### config.mk
export PLATFORM = sky130hd
export DESIGN_NAME = contiguous_ring_allocator_top
export DESIGN_NICKNAME = d
export VERILOG_FILES = /design/src/cra_pkg.sv /design/src/cra_step_logic.sv /design/src/contiguous_ring_allocator_top.sv
export SDC_FILE = /design/constraint.sdc
export NUM_CORES = 1
export LEC_CHECK = 0
export ABC_AREA = 1
export BUFFER_PORTS_ARGS = -buffer_cell sky130_fd_sc_hd__buf_2
export CORE_UTILIZATION = 40
export CTS_CLUSTER_SIZE = 14
export DETAILED_ROUTE_END_ITERATION = 16
export GPL_TIMING_DRIVEN = 0
export PLACE_DENSITY = 0.65
export SLEW_MARGIN = 25
export SYNTH_ARGS = -nofsm -noshare
export SYNTH_HDL_FRONTEND = slang
export SYNTH_SLANG_ARGS = --single-unit
### constraint.sdc
create_clock -name clk -period 5.2 [get_ports clk]
set_input_delay 0.26 -clock clk [delete_from_list [all_inputs] [get_ports clk]]
set_output_delay 0.26 -clock clk [all_outputs]
set_load 0.05 [all_outputs]
### src/cra_pkg.sv
// shared types, constants and offset arithmetic for the contiguous ring allocator
`timescale 1ns / 1ps

package cra_pkg;

	// ring size and derived widths
	localparam int unsigned DEPTH = 4096;
	localparam int OFF_W  = (DEPTH > 1) ? $clog2(DEPTH) : 1;
	localparam int AMT_W  = 13;
	localparam int CNT_W  = 12;
	localparam int ST_W   = 2;
	localparam int CALC_W = (OFF_W + 2 > AMT_W + 1) ? OFF_W + 2 : AMT_W + 1;

	typedef logic [OFF_W-1:0]  off_t;
	typedef logic [CALC_W-1:0] calc_t;
	typedef logic [AMT_W-1:0]  amount_t;
	typedef logic [CNT_W-1:0]  count_t;
	typedef logic [ST_W-1:0]   status_t;

	localparam calc_t DEPTH_C = CALC_W'(DEPTH);
	localparam calc_t ONE_C   = CALC_W'(1);

	// request codes
	localparam logic FN_ALLOC   = 1'b0;
	localparam logic FN_CONSUME = 1'b1;

	// status codes
	localparam status_t ST_OK           = 2'd0;
	localparam status_t ST_NO_SPACE     = 2'd1;
	localparam status_t ST_NO_FIT       = 2'd2;
	localparam status_t ST_OVER_CONSUME = 2'd3;

	// one result beat
	typedef struct packed {
		logic    ok;
		count_t  region_offset;
		status_t status;
		count_t  free_bytes;
		count_t  used_bytes;
	} cra_result_t;

	// free space, (tail - head - 1) mod depth
	function automatic calc_t free_of(input off_t h, input off_t t);
		calc_t hw;
		calc_t tw;
		hw = CALC_W'(h);
		tw = CALC_W'(t);
		if (tw > hw) begin
			return tw - hw - ONE_C;
		end
		return tw + DEPTH_C - hw - ONE_C;
	endfunction

	// used space, (head - tail) mod depth
	function automatic calc_t used_of(input off_t h, input off_t t);
		calc_t hw;
		calc_t tw;
		hw = CALC_W'(h);
		tw = CALC_W'(t);
		if (hw >= tw) begin
			return hw - tw;
		end
		return hw + DEPTH_C - tw;
	endfunction

	// narrow a count to the result field width
	function automatic count_t to_count(input calc_t v);
		return v[CNT_W-1:0];
	endfunction

endpackage

### src/cra_step_logic.sv
// allocate / consume decision and next head and tail offsets
`timescale 1ns / 1ps

module cra_step_logic (
	input  cra_pkg::off_t        head,
	input  cra_pkg::off_t        tail,
	input  logic                 func,
	input  cra_pkg::amount_t     amount,
	output cra_pkg::off_t        head_next,
	output cra_pkg::off_t        tail_next,
	output cra_pkg::cra_result_t result
);
	import cra_pkg::*;

	calc_t hw;
	calc_t tw;
	calc_t nw;
	calc_t free_now;
	calc_t used_now;
	calc_t sum;
	calc_t region;
	logic  ok;
	status_t status;

	// decide the request against the current offsets
	always_comb begin
		hw        = CALC_W'(head);
		tw        = CALC_W'(tail);
		nw        = CALC_W'(amount);
		free_now  = free_of(head, tail);
		used_now  = used_of(head, tail);
		sum       = '0;
		head_next = head;
		tail_next = tail;
		ok        = 1'b0;
		region    = '0;
		status    = ST_OK;
		if (func == FN_ALLOC) begin
			sum = hw + nw;
			priority if (nw > free_now) begin
				status = ST_NO_SPACE;
			end else if (hw >= tw) begin
				priority if (nw <= DEPTH_C - hw) begin
					head_next = (sum == DEPTH_C) ? '0 : sum[OFF_W-1:0];
					region    = hw;
					ok        = 1'b1;
				end else if (tw > nw) begin
					// wrap the region to the start of the ring
					head_next = nw[OFF_W-1:0];
					ok        = 1'b1;
				end else begin
					status = ST_NO_FIT;
				end
			end else begin
				if (tw - hw - ONE_C >= nw) begin
					head_next = sum[OFF_W-1:0];
					region    = hw;
					ok        = 1'b1;
				end else begin
					status = ST_NO_FIT;
				end
			end
		end else begin
			sum = tw + nw;
			if (nw > used_now) begin
				status = ST_OVER_CONSUME;
			end else begin
				tail_next = (sum >= DEPTH_C) ? off_t'(sum - DEPTH_C) : sum[OFF_W-1:0];
				ok        = 1'b1;
			end
		end
	end

	// result fields from the updated offsets
	always_comb begin
		result.ok            = ok;
		result.region_offset = ok ? to_count(region) : '0;
		result.status        = status;
		result.free_bytes    = to_count(free_of(head_next, tail_next));
		result.used_bytes    = to_count(used_of(head_next, tail_next));
	end

endmodule

### src/contiguous_ring_allocator_top.sv
// Contiguous ring allocator: tracks head and tail offsets over a byte ring.
// Request channel (req_valid/req_ready) carries func and amount: func 0
// allocates a contiguous region of amount bytes at the head (wrapping to
// offset 0 when it would run past the end), func 1 releases amount bytes at
// the tail. One byte of the ring always stays free.
// Response channel (rsp_valid/rsp_ready) returns one beat per request: ok,
// region_offset, status, and the free and used byte counts after the request.
// An accepted request is captured in the request register, decided from there,
// and its result is captured in the result register that drives the response
// channel; a beat waiting on rsp_ready can hold it in the request register.
// Throughput: one request per cycle while rsp_ready does not stall the result
// register; the limit is the combinational path from the request register
// through the offset compare and update into the result register.
// Reset: arst_n low clears head and tail to zero (empty ring) and drops all
// pending beats.
// Stall: with a beat waiting and rsp_ready low the result register holds; one
// more request can wait in the request register, then req_ready goes low.
`timescale 1ns / 1ps

module contiguous_ring_allocator_top (
	input  logic               clk,
	input  logic               arst_n,
	input  logic               req_valid,
	output logic               req_ready,
	input  logic               func,
	input  cra_pkg::amount_t   amount,
	output logic               rsp_valid,
	input  logic               rsp_ready,
	output logic               ok,
	output cra_pkg::count_t    region_offset,
	output cra_pkg::status_t   status,
	output cra_pkg::count_t    free_bytes,
	output cra_pkg::count_t    used_bytes
);
	import cra_pkg::*;

	logic        valid_s1;
	logic        func_s1;
	amount_t     amount_s1;
	logic        valid_s2;
	cra_result_t result_s2;
	off_t        head_q;
	off_t        tail_q;
	off_t        head_next;
	off_t        tail_next;
	cra_result_t result_next;
	logic        advance;
	logic        fire_s1;

	// flow control
	assign advance   = !valid_s2 || rsp_ready;
	assign fire_s1   = valid_s1 && advance;
	assign req_ready = !valid_s1 || advance;

	// decision logic
	cra_step_logic u_step (
		.head      (head_q),
		.tail      (tail_q),
		.func      (func_s1),
		.amount    (amount_s1),
		.head_next (head_next),
		.tail_next (tail_next),
		.result    (result_next)
	);

	// control state
	always_ff @(posedge clk or negedge arst_n) begin
		if (!arst_n) begin
			valid_s1 <= 1'b0;
			valid_s2 <= 1'b0;
			head_q   <= '0;
			tail_q   <= '0;
		end else begin
			if (req_ready) begin
				valid_s1 <= req_valid;
			end
			if (advance) begin
				valid_s2 <= valid_s1;
			end
			if (fire_s1) begin
				head_q <= head_next;
				tail_q <= tail_next;
			end
		end
	end

	// payload registers
	always_ff @(posedge clk) begin
		if (req_valid && req_ready) begin
			func_s1   <= func;
			amount_s1 <= amount;
		end
		if (fire_s1) begin
			result_s2 <= result_next;
		end
	end

	// response beat
	assign rsp_valid     = valid_s2;
	assign ok            = result_s2.ok;
	assign region_offset = result_s2.region_offset;
	assign status        = result_s2.status;
	assign free_bytes    = result_s2.free_bytes;
	assign used_bytes    = result_s2.used_bytes;

	// offsets stay inside the ring
	a_offsets_in_range: assert property (@(posedge clk) disable iff (!arst_n)
		(head_q <= off_t'(DEPTH - 1)) && (tail_q <= off_t'(DEPTH - 1)))
		else $error("head or tail offset outside the ring");

	// ok flag agrees with the status code
	a_ok_matches_status: assert property (@(posedge clk) disable iff (!arst_n)
		rsp_valid |-> (ok == (status == ST_OK)))
		else $error("ok flag disagrees with status");

	// failed requests carry a zero offset
	a_fail_offset_zero: assert property (@(posedge clk) disable iff (!arst_n)
		(rsp_valid && !ok) |-> (region_offset == '0))
		else $error("failed request reports a nonzero offset");

	// offsets move only when a request is decided
	a_state_stable: assert property (@(posedge clk) disable iff (!arst_n)
		!fire_s1 |=> ($stable(head_q) && $stable(tail_q)))
		else $error("offsets changed without a decided request");

endmodule

==> metrics, run 1 <==
CTS Root Cell=clkbuf_16; pre-CTS setup slack=-1.40 ns; register area=between 0.002 and 0.0025 mm2; first-pass GRT wire length=between 40000 and 50000 um; CP Launch Type=register; DP Wirelength=approximately 23000 um; multi-input logic area=0.00709 mm2; cell area after layout=approximately 0.012 mm2; status=finished with violations; Fin Hold WS=0.0852 ns; placeable core area=between 0.02 and 0.025 mm2; skew final=between 0.01 and 0.015 ns; grt ovf=0; syn_nets=approximately 1.4k; I/O pin count=between 50 and 60; # clock sinks=79; Filler Cells Inserted=roughly 2.1k; CTS max path bufs=2; Die Wd=roughly 150 um; Hold WC Path Type=in -> reg; DR vias/cell=roughly 5.5; Die H=about 150 um; endpoints failing setup=15; CTS tree=built; Hold Path Cell Cnt=1; distinct cell type count after synthesis=between 50 and 60; Final Worst Setup Slack=-0.334 ns; #FFs+latches synth=79; Clk pin slew, worst setup/hold paths=0.06 ns; TritonRoute pass-1 iters=5; IO buf count=just under 60; RSZ-0062 raised after global routing=yes; Wirelength per Cell=19.4 um; post-placement cell area=between 0.009 and 0.01 mm2; largest net degree at the start of global routing=just under 50; share of cells above drive strength 1=between 30% and 40%; # DRC=0; insertion delay to the later sink of the worst-skew pair=approximately 0.35 ns; critical path type=reg -> reg; Slew @ Worst Pin=a little under 0.8 ns; CP max FO=11; Rel. slew slack=47.0%; post-route ant nets=0; Syn Inst Count=approximately 1.2k; Max stage delay on crit path=roughly 0.39 ns; initial antenna violation count=0; H-tree levels=3; GP Congestion=between 0.9 and 1; Starting DRT DRC Count=807; ant diodes=0; failing checks=negative setup slack; crit share post-route=106%; Syn-to-layout area delta=31.7%; CP max-delay cell=dfrtp_2; Max-Cap Viols=0; CTS Buf Count=9; post-layout min period=around 5.5 ns; EDFF count, synth=53; dominant synthesized flop cell=edfxtp_1; Final Hold Fails=0; die area=roughly 0.024 mm2; Mapped Area=~0.0092 mm2; WL final=around 33000 um; nets=around 1.6k; post-synthesis async set-or-reset flop share=32.9%; Data required, critical path=5.30 ns; vias in the first global route=8721; Seq/Total Area, Yosys=between 20% and 30%; initial cell density of the core=between 40% and 50%; Synthesis Warnings=0; all-layer global routing usage=around 27%; Reg2Reg Depth=35; Cell Rows=55; internal reg-to-reg setup slack=-0.33 ns; Max Slew Vio Count=0; vias after detailed routing=roughly 9.3k; CP endpoint kind=register; Worst Path Arrival=5.63 ns; Max Clock Freq=roughly 0.18 GHz; syn_area_per_cell=roughly 7.5 um2
worst max-delay path: cells and delay by family, from the launching register on:
kind                       cells  cell delay (ns)
AOI/OAI and AO/OA              6             0.88
xor gates and xnor gates       1             0.15
adders and majority gates      3             0.84
buffers and inverters          7             0.89
DFF                            1             0.39
and+or+nand+nor               18             2.14
metal layers:
layer	vias to the layer above	GRT usage [%]	share of wire, %
li1	4429	-	-
met5	-	0	0
met1	4327	35.2	42
met2	407	43.3	46
met3	90	4.82	7.9
met4	0	11.8	4.2
final cells by class:
class                      instances  share of cell area [%]
multi-input combinational        940                    58.5
sequential                        79                    18.7
timing repair buffer             170                    9.70
inverter                         173                    5.75
tap                              285                    2.94
clock buffer                      13                    2.42
buffer                            24                    1.63
clock inverter                     3                   0.382
metrics by stage:
stage	instances	TNS, ns	utilization [%]
CTS	1655	-0.762	51.2
finish	1687	-2.79	53.7
global route	1687	-6.22	53.7
detailed placement	1567	-22.15	43.6
global placement	1567	-21.69	43.6
floorplan	1224	0	-
state kept, by name, indices dropped and copies added (netlist names):
| register | count |
|---|---|
| amount_s1 | 13 |
| free_bytes | 12 |
| head_q | 12 |
| region_offset | 12 |
| tail_q | 12 |
| used_bytes | 12 |
| status | 2 |
| func_s1 | 1 |
| ok | 1 |
| rsp_valid | 1 |
| valid_s1 | 1 |
path summary, 6_finish.rpt:
kind                            from              to
max                        head_q[3]  used_bytes[11]
min                        amount[3]    amount_s1[3]
max reg2reg                head_q[3]  used_bytes[11]
min reg2reg                rsp_valid       rsp_valid
max in group asynchronous     arst_n       head_q[1]
min in group asynchronous     arst_n       head_q[6]
cell usage in the layout, fill, tap and decap left out, drive strengths merged, types with 2 or more instances in the layout:
| master | instances |
|---|---|
| a21o | 4 |
| a21oi | 84 |
| a221oi | 3 |
| a22oi | 2 |
| a31oi | 4 |
| buf | 179 |
| clkbuf | 26 |
| clkinv | 3 |
| clkinvlp | 9 |
| dfrtp | 26 |
| edfxtp | 53 |
| fa | 6 |
| ha | 135 |
| inv | 163 |
| nand2 | 309 |
| nand3 | 68 |
| nand4 | 15 |
| nor2 | 69 |
| nor3 | 25 |
| nor4 | 4 |
| o211ai | 17 |
| o21a | 2 |
| o21ai | 96 |
| o21bai | 6 |
| o221ai | 3 |
| o22ai | 2 |
| or2 | 2 |
| xnor2 | 12 |
| xor2 | 63 |
repair_timing:
item | CTS | global route
gates resized for setup | 197 | 85
buffers inserted | 77 | 32
cloned | 1 | 1
endpoints found under the setup margin | 24 | 19
pin swaps | 69 | 64
endpoints found under the hold margin | 26 | 0
hold buffers | 1 | 0
synthesized netlist by cell type (4+ instances only):
library cell	n	area share (%)
nand2_1	284	12
inv_1	165	6.7
ha_1	135	18
a21oi_1	81	4.4
o21ai_0	81	4.4
nand3_1	63	3.4
xor2_1	62	5.9
nor2_1	57	2.3
edfxtp_1	53	17
dfrtp_1	26	7.1
clkbuf_1	21	0.86
nand2_2	19	1.3
nor3_1	16	0.87
o211ai_1	15	1.2
nand4_1	14	0.95
xnor2_1	12	1.1
nor2_4	9	1.1
nor3_2	9	0.98
o21ai_1	8	0.44
o21ai_2	7	0.67
fa_1	6	1.3
inv_2	6	0.24
nand2_4	6	0.73
o21bai_1	6	0.49
a21o_1	4	0.33
a31oi_1	4	0.27
buf_4	4	0.33
buf_6	4	0.49
nor4_1	4	0.27
cells by family after synthesis:
logic type,synth area share (%)
fa+ha+maj,19.7
buf+inv,8.95
flops,24.4
compound gates,14.3
xor+xnor,7.34
mux,0.109
simple gates,25.3
Power of run 1 is not shown: default switching activity piles up to over one toggle a cycle in this logic, so the estimate is an artifact.
==> run 2, diff against run 1 <==
--- a/config.mk
+++ b/config.mk
@@ -5,13 +5,12 @@
 export SDC_FILE = /design/constraint.sdc
 export NUM_CORES = 1
 export LEC_CHECK = 0
-export ABC_AREA = 1
+export ABC_AREA = 0
 export BUFFER_PORTS_ARGS = -buffer_cell sky130_fd_sc_hd__buf_2
 export CORE_UTILIZATION = 40
 export CTS_CLUSTER_SIZE = 14
 export DETAILED_ROUTE_END_ITERATION = 16
 export GPL_TIMING_DRIVEN = 0
-export PLACE_DENSITY = 0.65
 export SLEW_MARGIN = 25
 export SYNTH_ARGS = -nofsm -noshare
 export SYNTH_HDL_FRONTEND = slang
==> run 2 against run 1 <==
  * The run still ends with negative setup slack left
  * Maximum frequency shrank 26%
  * Clock-buffer cell count is 4 lower
  * Core utilization down 2.3 points
  * Synthesized area is 8.0% lower
  * Via count down 17%
  * Register-to-register slack lost 1.9 ns
  * Critical path depth is 1 lower
  * Highest routed layer unchanged
==> metrics, run 2 <==
distinct cell type count after synthesis=slightly below 70; crit share post-route=143%; largest net degree at the start of global routing=35; Seq/Total Area, Yosys=a little over a quarter; Final Hold Fails=0; leading cell type in the layout, fill and taps excluded=ha_1; Mapped Area=about 0.0085 mm2; Data required, critical path=around 5.3 ns; RSZ-0062 raised after global routing=yes; largest area contributor in the netlist=ha_1; initial cell density of the core=41.3%; EDFF count, synth=53; GP Congestion=0.931; Wirelength per Cell=approximately 19 um; Clk pin slew, worst setup/hold paths=about 0.080 ns; DR vias/cell=~5.6; nets=approximately 1.3k; # DRC=0; Starting DRT DRC Count=580; I/O pin count=just under 60; initial antenna violation count=2; Syn-to-layout area delta=24.3%; all-layer global routing usage=24.5%; TritonRoute pass-1 iters=5; Max Clock Freq=approximately 0.13 GHz; dominant synthesized flop cell=edfxtp_1; # clock sinks=approximately 80; H-tree levels=3; post-route ant nets=0; Cell Rows=52; first-pass GRT wire length=approximately 41000 um; skew final=between 0.01 and 0.015 ns; syn_area_per_cell=8.78 um2; post-layout min period=approximately 7.4 ns; top cells by area, synth=ha_1, edfxtp_1, dfrtp_1; count leader, synth=ha_1; CP max FO=4; max FFs per register=13; Filler Cells Inserted=1957; vias in the first global route=slightly above 7k; critical path type=reg -> reg; Die H=~150 um; Max stage delay on crit path=0.49 ns; share of cells above drive strength 1=24.6%; #FFs+latches synth=79; CTS Buf Count=9; Syn Inst Count=965; final core utilization=between 50% and 60%; WL final=~26000 um; CP endpoint kind=register; Final Worst Setup Slack=-2.24 ns; Max-Cap Viols=0; crit-path most repeated cell=a21oi_2; Max Slew Vio Count=0; grt ovf=0; CTS Root Cell=clkbuf_16; CP Launch Type=register; vias after detailed routing=7719; syn_nets=approximately 1.1k; Hold WC Path Type=in -> reg; placeable core area=around 0.020 mm2; Die Wd=148 um; CTS max path bufs=2; DP Wirelength=approximately 20000 um; Worst Path Arrival=7.54 ns; WP buf/inv=2; IO buf count=58; post-synthesis async set-or-reset flop share=32.9%; insertion delay to the later sink of the worst-skew pair=roughly 0.36 ns; most instantiated cells after synthesis=ha_1, a21oi_1, inv_1; die area=approximately 0.022 mm2; Slew @ Worst Pin=1.01 ns; most frequent cells in the layout=ha_1, a21oi_1, inv_1, nor2_1, buf_2; failing checks=negative setup slack; share of the synthesized area in the top cell type=about a fifth; endpoints failing setup=between 50 and 60; Rel. slew slack=around a third; CTS tree=built; Synthesis Warnings=0; CP max-delay cell=or4_4; delay-heaviest family, CP=compound AO/OA/AOI/OAI gates; most flop-heavy register=amount_s1; status=finished with violations
## run 2: final cells by class
type | instances | area [um2] | area share [%]
repair buffers | 121 | 825 | 7.83
clock inverters | 7 | 63.8 | 0.606
diodes | 1 | 2.50 | 0.0238
multi-input cells | 775 | 6310 | 60.0
well taps | 270 | 338 | 3.21
flip-flops and latches | 79 | 2250 | 21.4
inverters | 84 | 327 | 3.10
clock buffers | 9 | 225 | 2.14
plain buffers | 26 | 180 | 1.71
## run 2: worst paths after layout
| check | from | end | slack, ns | depth (start not counted) |
|---|---|---|---|---|
| setup / recovery | tail_q[0] | used_bytes[11] | -2.24 | 34 |
| hold / removal | amount[3] | amount_s1[3] | 0.07 | 1 |
| setup reg to reg | tail_q[0] | used_bytes[11] | -2.24 | 34 |
| hold reg to reg | valid_s1 | rsp_valid | 0.51 | 1 |
| max in group asynchronous | arst_n | head_q[3] | 4.20 | 2 |
| min in group asynchronous | arst_n | tail_q[1] | 0.49 | 2 |
## run 2: routing by layer
metal | global-route usage (%) | part of all wire [%]
met1 | 35.1 | 48
met2 | 37.9 | 45
met3 | 3.09 | 5.5
met4 | 8.45 | 2.3
met5 | 0 | 0
## run 2: cell families after synthesis
kind of cell / count (synthesis) / synth area share (%)
mux: 11 / 1.33
buf+inv: 111 / 5.08
fa+ha+maj: 141 / 21.4
xor+xnor: 79 / 8.60
simple gates: 243 / 14.3
compound gates: 301 / 22.9
flops: 79 / 26.5
## run 2: stage by stage
| step | instance area, um2 | TNS [ns] | instances | worst slack, ns | hold slack, ns |
|---|---|---|---|---|---|
| 6_report | 10500 | -46.12 | 1372 | -2.24 | 0.0674 |
| 2_1_floorplan | 8550 | -19.96 | 965 | -1.53 | -0.0356 |
| 3_5_place_dp | 9200 | -91.38 | 1294 | -3.23 | 0.347 |
| 5_1_grt | 10500 | -55.10 | 1371 | -2.48 | 0.0701 |
| 4_1_cts | 10200 | -40.22 | 1356 | -2.09 | 0.0656 |
| 3_3_place_gp | 9180 | -95.21 | 1293 | -3.27 | 0.339 |
## run 2: timing repair
action / 4_1_cts / 5_1_grt
hold buffers: 1 / 0
gates cloned: 0 / 0
setup buffers: 46 / 24
resized for setup: 109 / 49
setup endpoints to repair: 51 / 63
endpoints found under the hold margin: 26 / 0
pin swaps: 35 / 34
Power of run 2 is left out for the same reason.
==> run 3, diff against run 2 <==
==> constraint.sdc (replaced) <==
create_clock -name clk -period 7.4 [get_ports clk]
set_input_delay 0.37 -clock clk [delete_from_list [all_inputs] [get_ports clk]]
set_output_delay 0.37 -clock clk [all_outputs]
set_load 0.05 [all_outputs]
==> run 3 against run 2 <==
  * The run now ends clean
  * Non-clock buffer count is 19 lower
  * Core utilization is 1.9 points lower
  * Hold slack worse by 0.015 ns
  * Final cell count is 1.5% lower
  * Global-route usage is 0.37 points lower
  * Sequential share of layout area is 0.85 points higher
  * Critical endpoint unchanged
==> metrics, run 3 (synthesis results as in run 2) <==
IO buf count=a little under 60; Die Wd=about 150 um; CTS max path bufs=2; placeable core area=between 0.02 and 0.025 mm2; worst flop-to-flop path startpoint=head_q[3]; Cell Rows=52; initial antenna violation count=1; Clk pin slew, worst setup/hold paths=approximately 0.070 ns; Final Hold Fails=0; share of cells above drive strength 1=around 21%; H-tree levels=3; Worst Path Arrival=7.35 ns; Max stage delay on crit path=between 0.4 and 0.5 ns; FF-to-FF End=used_bytes[11]; all-layer global routing usage=between 20% and 30%; Syn-to-layout area delta=19.6%; RSZ-0062 raised after global routing=yes; Max Clock Freq=approximately 0.14 GHz; nets=approximately 1.2k; Reg2Reg Depth=34; CP max FO=10; DP Wirelength=20300 um; die area=0.0218 mm2; leading cell type in the layout, fill and taps excluded=ha_1; Die H=148 um; DR vias/cell=~5.6; worst setup path start=head_q[3]; insertion delay to the later sink of the worst-skew pair=0.36 ns; CTS Root Cell=clkbuf_16; post-cts hold buffer count=0; ant diodes=0; max FFs per register=13; vias after detailed routing=about 7.5k; status=completed; CTS tree=built; # clock sinks=around 80; Inst Count DP=between 1k and 1.5k; CP max-delay cell=or4_4; Data required, critical path=between 7 and 8 ns; critical path type=reg -> reg; Starting DRT DRC Count=roughly 500; endpoints failing setup=0; most frequent cells in the layout=ha_1, a21oi_1, inv_1, nor2_1, buf_2; internal reg-to-reg setup slack=~0.16 ns; grt ovf=0; CP Launch Type=register; TritonRoute pass-1 iters=5; first-pass GRT wire length=roughly 40000 um; Slew @ Worst Pin=1.04 ns; WL final=around 26000 um; Filler Cells Inserted=between 1.5k and 2k; vias in the first global route=between 7k and 8k; Max-Cap Viols=0; skew final=about 0.011 ns; I/O pin count=59; crit share post-route=a little over nine tenths; CP endpoint kind=register; post-route ant nets=0; GP Congestion=around 0.9; Wirelength per Cell=between 15 and 20 um; Hold WC Path Type=in -> async; initial cell density of the core=41.3%; Rel. slew slack=between 30% and 40%; final instance count without filler cells=roughly 1.4k; largest net degree at the start of global routing=36; # DRC=0; post-layout min period=between 7 and 8 ns; most flop-heavy register=amount_s1; CTS Buf Count=9; Max Slew Vio Count=0
==> run 3: cell types whose count changed in the layout (fill, tap and decap cells not counted), sizes merged <==
cell,previous run,this run
clkbuf,28,27
clkinv,1,0
diode,1,0
bufinv,0,1
dlygate4sd3,1,0
clkinvlp,5,4
inv,85,86
buf,127,110
==> run 3: final cells by class <==
class	count	area [um2]	area share [%]
Tap cell	270	338	3.33
Sequential cell	79	2250	22.3
Clock inverter	7	85.1	0.840
Buffer	26	148	1.46
Timing Repair Buffer	102	633	6.25
Clock buffer	9	225	2.22
Inverter	84	325	3.21
Multi-Input combinational cell	775	6120	60.4
==> run 3: what timing repair did <==
item                       in CTS  in global routing
setup endpoints to repair      18                 10
gates resized for setup        55                 62
buffers inserted               19                 24
pin swaps                      11                 36
==> run 3: worst max-delay path by stage <==
stage                                 to  depth (start not counted)  slack, ns
after floorplan           used_bytes[11]                         32       0.26
after global routing      used_bytes[11]                         33      -0.15
after CTS                 used_bytes[11]                         34       0.01
after global placement    used_bytes[11]                         32      -1.36
after detailed placement  used_bytes[11]                         32      -1.31
final                     used_bytes[11]                         34       0.16
==> run 3: worst max-delay path, delay by kind of cell, from the launching register on <==
family / cells / cell delay [ns]
flops: 1 / 0.44
fa+ha+maj: 3 / 0.83
buf+inv: 6 / 0.95
compound gates: 13 / 2.28
simple gates: 10 / 2.02
xor+xnor: 2 / 0.44
==> run 3: per-stage QoR <==
step / util (%) / setup TNS [ns] / hold slack, ns / setup WS (ns) / instance area, um2
floorplan: - / 0 / 0.0744 / 0.259 / 8470
global placement: 44.4 / -13.24 / 0.442 / -1.36 / 9100
detailed placement: 44.5 / -12.45 / 0.446 / -1.31 / 9120
CTS: 47.6 / 0 / 0.0616 / 0.0127 / 9750
global route: 49.4 / -0.456 / 0.102 / -0.151 / 10100
finish: 49.4 / 0 / 0.0524 / 0.158 / 10100
==> run 3: per-layer routing <==
layer / vias to the layer above / wire (um) / part of all wire (%) / track usage [%]
met2: 217 / 11500 / 44 / 37.5
met4: 2 / 637 / 2.5 / 8.09
met3: 39 / 1270 / 4.9 / 3.73
met1: 3558 / 12500 / 48 / 34.1
li1: 3709 / - / - / -
met5: - / 13 / 0.050 / 0
Power of run 3 is left out for the same reason.
